===== config.mk =====
export PLATFORM = sky130hd
export DESIGN_NAME = dhs_cmd_fifo
export DESIGN_NICKNAME = d
export VERILOG_FILES = /design/src/device_history_scheduler_core_defines.svh /design/src/dhs_pkg.sv /design/src/dhs_cmd_fifo.sv
export SDC_FILE = /design/constraint.sdc
export NUM_CORES = 1
export LEC_CHECK = 0
export BUFFER_PORTS_ARGS = -buffer_cell sky130_fd_sc_hd__buf_2
export CAP_MARGIN = 30
export CORE_AREA = 8 8 143 145
export CTS_CLUSTER_DIAMETER = 50
export DETAILED_ROUTE_END_ITERATION = 10
export DIE_AREA = 0 0 151 153
export RECOVER_POWER = 100
export SETUP_SLACK_MARGIN = 0.15
export SYNTH_ARGS = -nofsm -noshare
export SYNTH_HDL_FRONTEND = slang
export SYNTH_SLANG_ARGS = --single-unit

===== constraint.sdc =====
create_clock -name clk -period 5.75 [get_ports clk]
set_clock_uncertainty 0.05 [all_clocks]
set_input_delay 0.2875 -clock clk [delete_from_list [all_inputs] [get_ports clk]]
set_output_delay 0.2875 -clock clk [all_outputs]
set_load 0.005 [all_outputs]

===== src/device_history_scheduler_core_defines.svh =====
// Assertion macros used by the scheduler engine
`ifndef DEVICE_HISTORY_SCHEDULER_CORE_DEFINES_SVH
`define DEVICE_HISTORY_SCHEDULER_CORE_DEFINES_SVH

// implication checked each clock, idle in reset
`define DHS_ASSERT_IMP(lbl, clk, rst_n, a, b) \
  lbl: assert property (@(posedge clk) disable iff (!rst_n) (a) |-> (b)) \
    else $error("dhs check failed");

// next-cycle implication
`define DHS_ASSERT_NXT(lbl, clk, rst_n, a, b) \
  lbl: assert property (@(posedge clk) disable iff (!rst_n) (a) |=> (b)) \
    else $error("dhs check failed");

`endif


===== src/dhs_pkg.sv =====
// ----------------------------------------------------------------------------
// dhs_pkg
// Shared types and codes of the device history scheduler.
// ----------------------------------------------------------------------------
package dhs_pkg;
  localparam int NUM_CATS = 7;

  typedef enum logic [1:0] {
    OP_RECORD = 2'd0,
    OP_CHOOSE = 2'd1,
    OP_TOTALS = 2'd2,
    OP_NONE   = 2'd3
  } op_t;

  localparam logic [2:0] CAT_KERNEL  = 3'd0;
  localparam logic [2:0] CAT_D2H_H2D = 3'd3;

  typedef struct packed {
    op_t         op;
    logic [2:0]  category;
    logic [3:0]  device;
    logic [31:0] time_ns;
    logic [39:0] size_bytes;
    logic        count_bump;
  } cmd_t;

  typedef struct packed {
    logic [3:0]  chosen_device;
    logic [47:0] total_time;
    logic [31:0] total_count;
    logic [47:0] total_bytes;
    logic [31:0] chosen_average;
  } res_t;
endpackage


===== src/dhs_cmd_fifo.sv =====
// ----------------------------------------------------------------------------
// dhs_cmd_fifo
// Short command queue between the accepting front and the executing back.
// ----------------------------------------------------------------------------
module dhs_cmd_fifo (
  input  logic          clk,
  input  logic          rst_n,
  input  logic          push,
  input  dhs_pkg::cmd_t push_data,
  output logic          full,
  input  logic          pop,
  output dhs_pkg::cmd_t pop_data,
  output logic          empty
);
  import dhs_pkg::*;

  cmd_t       mem_r [2];
  logic       wr_ptr_r, rd_ptr_r;
  logic [1:0] fill_r;

  assign full     = (fill_r == 2'd2);
  assign empty    = (fill_r == 2'd0);
  assign pop_data = mem_r[rd_ptr_r];

  always_ff @(posedge clk) begin
    if (push && !full) begin
      mem_r[wr_ptr_r] <= push_data;
    end
  end

  always_ff @(posedge clk) begin
    if (!rst_n) begin
      wr_ptr_r <= 1'b0;
      rd_ptr_r <= 1'b0;
      fill_r   <= 2'd0;
    end else begin
      if (push && !full) wr_ptr_r <= ~wr_ptr_r;
      if (pop && !empty) rd_ptr_r <= ~rd_ptr_r;
      fill_r <= fill_r + 2'((push && !full) ? 1 : 0) - 2'((pop && !empty) ? 1 : 0);
    end
  end
endmodule


Word level (Yosys, flattened, before mapping)
Memories as Yosys holds them, arrays and structs flattened. A register that Yosys moved wholly into a read port is not among the register bits.
Index checks and enable logic that the tools add are counted.
- output and inout bits: 84
- bits of input ports: 86
- word-level logic and storage cells: 20
- register bits after elaboration: 4
- RAM bits: 164
- memories kept: 1
- memories (memory ; words ; bits a word ; read ports ; clocked after memory_dff ; wr ports ; RTL line ; source):
    mem_r ; 2 ; 82 ; 1 ; 1 ; 1 ; dhs_cmd_fifo.sv:17 ; cmd_t mem_r [2];
- reduce and logical (&&, ||, !) cells: 5
- bitwise gates (word level): 2
- mux-type cells: 6
- add/sub/neg operators: 2
- eq/ne operators: 1
- operator list (cell ; number):
    $mux 1 ; 6
    $add 2x1->2 ; 1
    $eq 2x2->1 const B ; 1
    $logic_and 1x1->1 ; 2
    $logic_not 1->1 ; 2
    $logic_not 2->1 ; 1
    $not 1->1 ; 2
    $sub 2x1->2 ; 1

Longest topological paths before layout
- word-level depth: 6
- mapped depth: 8
- mapped depth without buffers: 8

Worst setup path after synthesis
Ideal clock, no wire load.
- path type: reg-to-reg
- start point: register fill_r[0]
- end point: memory mem_r[0][0] (netlist bit), enable pin
- path slack: 1.168 ns
- data arrival time: 4.009 ns
- stages on the path, launching flop included: 4
- data required time: 5.177 ns
- path through: dfxtp_1 > nand2b_1 > nand2_1 > nor2_1
- word-level cells in the longest chain between the ends: 5
- ends and longest elaborated chain (element ; RTL line ; source):
    start: declaration ; dhs_cmd_fifo.sv:19 ; logic [1:0] fill_r;
    start signal: assignment ; dhs_cmd_fifo.sv:39 ; fill_r <= fill_r + 2'((push && !full) ? 1 : 0) - 2'((pop && !empty) ? 1 : 0);
    $eq 2x2->1 ; dhs_cmd_fifo.sv:21 ; assign full = (fill_r == 2'd2);
    $logic_not 1->1 ; dhs_cmd_fifo.sv:26 ; if (push && !full) begin
    $logic_and 1x1->1 ; dhs_cmd_fifo.sv:26 ;
    $mux 1 ; dhs_cmd_fifo.sv:26 ;
    $mux 1 (not written as such) ; dhs_cmd_fifo.sv:27 ; mem_r[wr_ptr_r] <= push_data;
    end: declaration ; dhs_cmd_fifo.sv:17 ;
Every way passes these cells.

Worst setup path after layout
- start point: register fill_r[0]
- end point: memory mem_r[0][57] (netlist bit), enable pin
The elaborated chain is that of the path after synthesis.

==> metrics.md <==
| Metric | Value |
|---|---|
| Max VDD drop | 185.8 uV |
| NetSw | 0.0008346 W |
| Hold Vio Cnt, Final | 0 |
| Slew margin rel. | -0.2697 |
| RR Startpoint | fill_r[0] |
| Least-Margin Pin Slew | 1.905 ns |
| Final nets | 625 |
| Max Cap Violations | 2 |
| Synth Instances | 280 |
| Pre-CTS WS | 3.236 ns |
| Global Route Usage Sum | 0.1140 |
| Final ANT Viol Nets | 0 |
| Root Driver | clkbuf_16 |
| Syn Nets | between 300 and 400 |
| Hold EP | mem_r[0][4] |
| Clock Sinks | 169 |
| CP startpoint kind | flip-flop |
| Slew Limit Fails | between 70 and 80 |
| Seq/Total Area, Yosys | 0.7666 |
| Die footprint | between 20000 and 25000 sq um |
| Core outline area | between 15000 and 20000 sq um |
| Crit end category | flip-flop |
| # DRC | 0 |
| Worst hold path depth | 1 |
| Pleak | 3.032 nW |
| TritonRoute pass-1 iters | 4 |
| Die W | 151 microns |
| Cell Area, Placed | approximately 7600 sq um |
| Crit-path max FO | 42 |
| Rows | 50 |
| RSZ-0062 raised after global routing | false |
| Reg power frac | 0.494 |
| Largest net degree at the start of global routing | between 40 and 50 |
| Routed WL per cell | 16.52 microns |
| Avg Cell Area, Syn | approximately 23 sq um |
| IO Port Bufs | ~170 |
| Int Pwr | 0.002455 W |
| Max Fclk | between 200 and 300 MHz |
| Synth cell types | 17 |
| Yosys warning total | 0 |
| Combinational share of power | 0.198 |
| Synth async-reset ratio | 0 |
| Critical path arrival | 3.82 ns |
| Crit share post-route | 0.6660 |
| Synthesized flop and latch total | ~170 |
| GR Overflow Total | 0 |
| CTS Buf Count | 17 |
| Wirelength, routed | 12.92 mm |
| First-pass GRT wire length | 19.93 mm |
| Hold WS | approximately 0.06 ns |
| Finish-stage setup viols | 0 |
| DRT iter0 DRCs | 117 |
| Number of global-route vias before repair | 3852 |
| Min cycle time layout | 3.830 ns |
| Reg2Reg Setup Slack | 1.92 ns |
| Finished Cell Area | 8434 sq um |
| ANT cells | 0 |
| Vias post-DR | 3366 |
| Depth of the worst register-to-register path | 5 |
| Area Overhead vs Synth | 28.67% |
| Post-cts resize count | 0 |
| Core Util, Final | 0.4617 |
| Worst-Skew Late Latency | 0.41 ns |
| Clk buf depth | 2 |
| Gp weighted congestion | 0.6634 |
| Crit Path Category | flip-flop to flip-flop |
| DP HPWL | 8.320 mm |
| Post-synth EDFFs | 164 |
| Initial antenna violation count | 1 |
| Worst Hold Launch | push_data[4] |
| Fin worst setup slack | 1.920 ns |
| Die Span Y | between 150 and 200 microns |
| Status | complete, but fails checks |
| Sw Ratio | 0.2537 |
| Worst min path class | input pin to flip-flop |
| # IOs | 170 |
| Via/cell ratio | between 4 and 5 |
| Failing checks | max-capacitance violations, max-slew violations |
| CTS tree | done |
| Synth Cell Area | 6555 sq um |
| R2r endpoint | mem_r[0][57] |
| Worst-path clk slew | 0.06 ns |
| Clock Power Share | 0.308 |
| Pwr per Cell Area | ~400 nW/um^2 |
| H-tree depth | 4 |
| Top_reg_cell synth | edfxtp_1 |
| Fillers | around 1.6k |
| Layout cells sized above 1 | 0.2464 |
| Setup TNS | 0 ns |
| Initial core utilization | 0.3588 |
| Req. time, crit path | 5.74 ns |
==> cell usage after synthesis, types with 2 or more instances <==
| master | n | area share |
|---|---|---|
| nor2b_1 | 2 | 0.0019 |
| nor2_1 | 2 | 0.0011 |
| buf_12 | 8 | 0.024 |
| mux2_4 | 80 | 0.18 |
| ha_1 | 2 | 0.0038 |
| nand2b_1 | 2 | 0.0019 |
| and2_1 | 2 | 0.0019 |
| dfxtp_1 | 5 | 0.015 |
| xnor2_1 | 3 | 0.0040 |
| inv_1 | 2 | 0.0011 |
| mux2_2 | 2 | 0.0034 |
| nand2_1 | 2 | 0.0011 |
| edfxtp_1 | 164 | 0.75 |
==> area by class of cell <==
class / count / area [sq um] / share of cell area
Tap cell: 234 / 292.8 / 0.03471
Inverter: 2 / 7.507 / 0.0008901
Clock buffer: 19 / 432.9 / 0.05133
Timing Repair Buffer: 247 / 1530 / 0.1814
Multi-Input combinational cell: 100 / 1059 / 0.1255
Clock inverter: 11 / 83.83 / 0.009939
Sequential cell: 169 / 5029 / 0.5962
==> critical path, stage by stage, from the launching register on <==
cell	delay, ns
dfxtp_1	0.37
nand2b_1	0.16
nand2_1	0.11
nor2_1	0.68
clkbuf_1	1.35
buf_4	0.67
==> timing repair <==
item                      CTS  global route
buffers inserted            0             0
hold buffers               65             9
hold endpoints to repair  129            18
==> worst max path at each step <==
stage	from	endpoint	slack (ns)
after floorplan	fill_r[0]	mem_r[0][0]	1.17
after global placement	fill_r[0]	mem_r[0][35]	3.06
after detailed placement	flip-flop	pop_data[4]	3.24
after CTS	flip-flop	pop_data[4]	2.77
after global routing	fill_r[0]	mem_r[0][57]	1.56
final	fill_r[0]	mem_r[0][57]	1.92
==> placed cells by master (no fill, tap or decap), types with 2 or more instances in the layout <==
| cell | count |
|---|---|
| nand2b_1 | 2 |
| ha_1 | 2 |
| mux2_2 | 2 |
| dfxtp_1 | 4 |
| inv_1 | 2 |
| mux2_1 | 78 |
| buf_2 | 103 |
| clkbuf_1 | 69 |
| edfxtp_1 | 164 |
| nor2b_1 | 2 |
| buf_4 | 3 |
| mux2_4 | 2 |
| clkinvlp_4 | 2 |
| clkbuf_16 | 17 |
| clkinv_1 | 4 |
| nand2_1 | 2 |
| nor2_1 | 2 |
| dlygate4sd3_1 | 74 |
| xnor2_1 | 3 |
| clkinv_2 | 3 |
==> cells by family (layout without fill, tap and decap cells) <==
group           count (synthesis)  in the layout  share of synthesized area
simple gates                   11             11                   0.008972
mux                            83             83                     0.1882
buf+inv                        11            279                    0.02730
fa+ha+maj                       2              2                   0.003817
xor+xnor                        3              3                   0.004009
flops                         169            169                     0.7666
compound gates                  1              1                   0.001146
==> flip-flops by register name, summed over array words and instances (netlist names), named ones only <==
name and count:
mem_r 164, fill_r 2, wr_ptr_r 1, rd_ptr_r 1
==> layer usage <==
metal / vias to the layer above / track usage / wire length (microns)
met4: 2 / 0.04903 / 275
met1: 1627 / 0.1267 / 5275
met2: 108 / 0.1876 / 6371
met3: 20 / 0.04724 / 991
met5: - / 0 / 8
li1: 1609 / - / -
==> power groups by stage <==
stage	Sequential, W	Clock (W)	Combinational (W)
3_3_place_gp	0.00166	0	0.000797
3_5_place_dp	0.00167	0	0.000814
2_1_floorplan	0.00162	0	0.000614
6_report	0.00162	0.00101	0.000653
4_1_cts	0.00165	0.00104	0.000852
5_1_grt	0.00164	0.00110	0.000720
==> through the flow <==
stage          instances  power [W]
2_1_floorplan        280   0.002237
3_3_place_gp         677   0.002460
3_5_place_dp         678   0.002485
4_1_cts              773   0.003543
5_1_grt              782   0.003460
6_report             782   0.003290
Note: power is estimated with default switching activity, not from simulation.
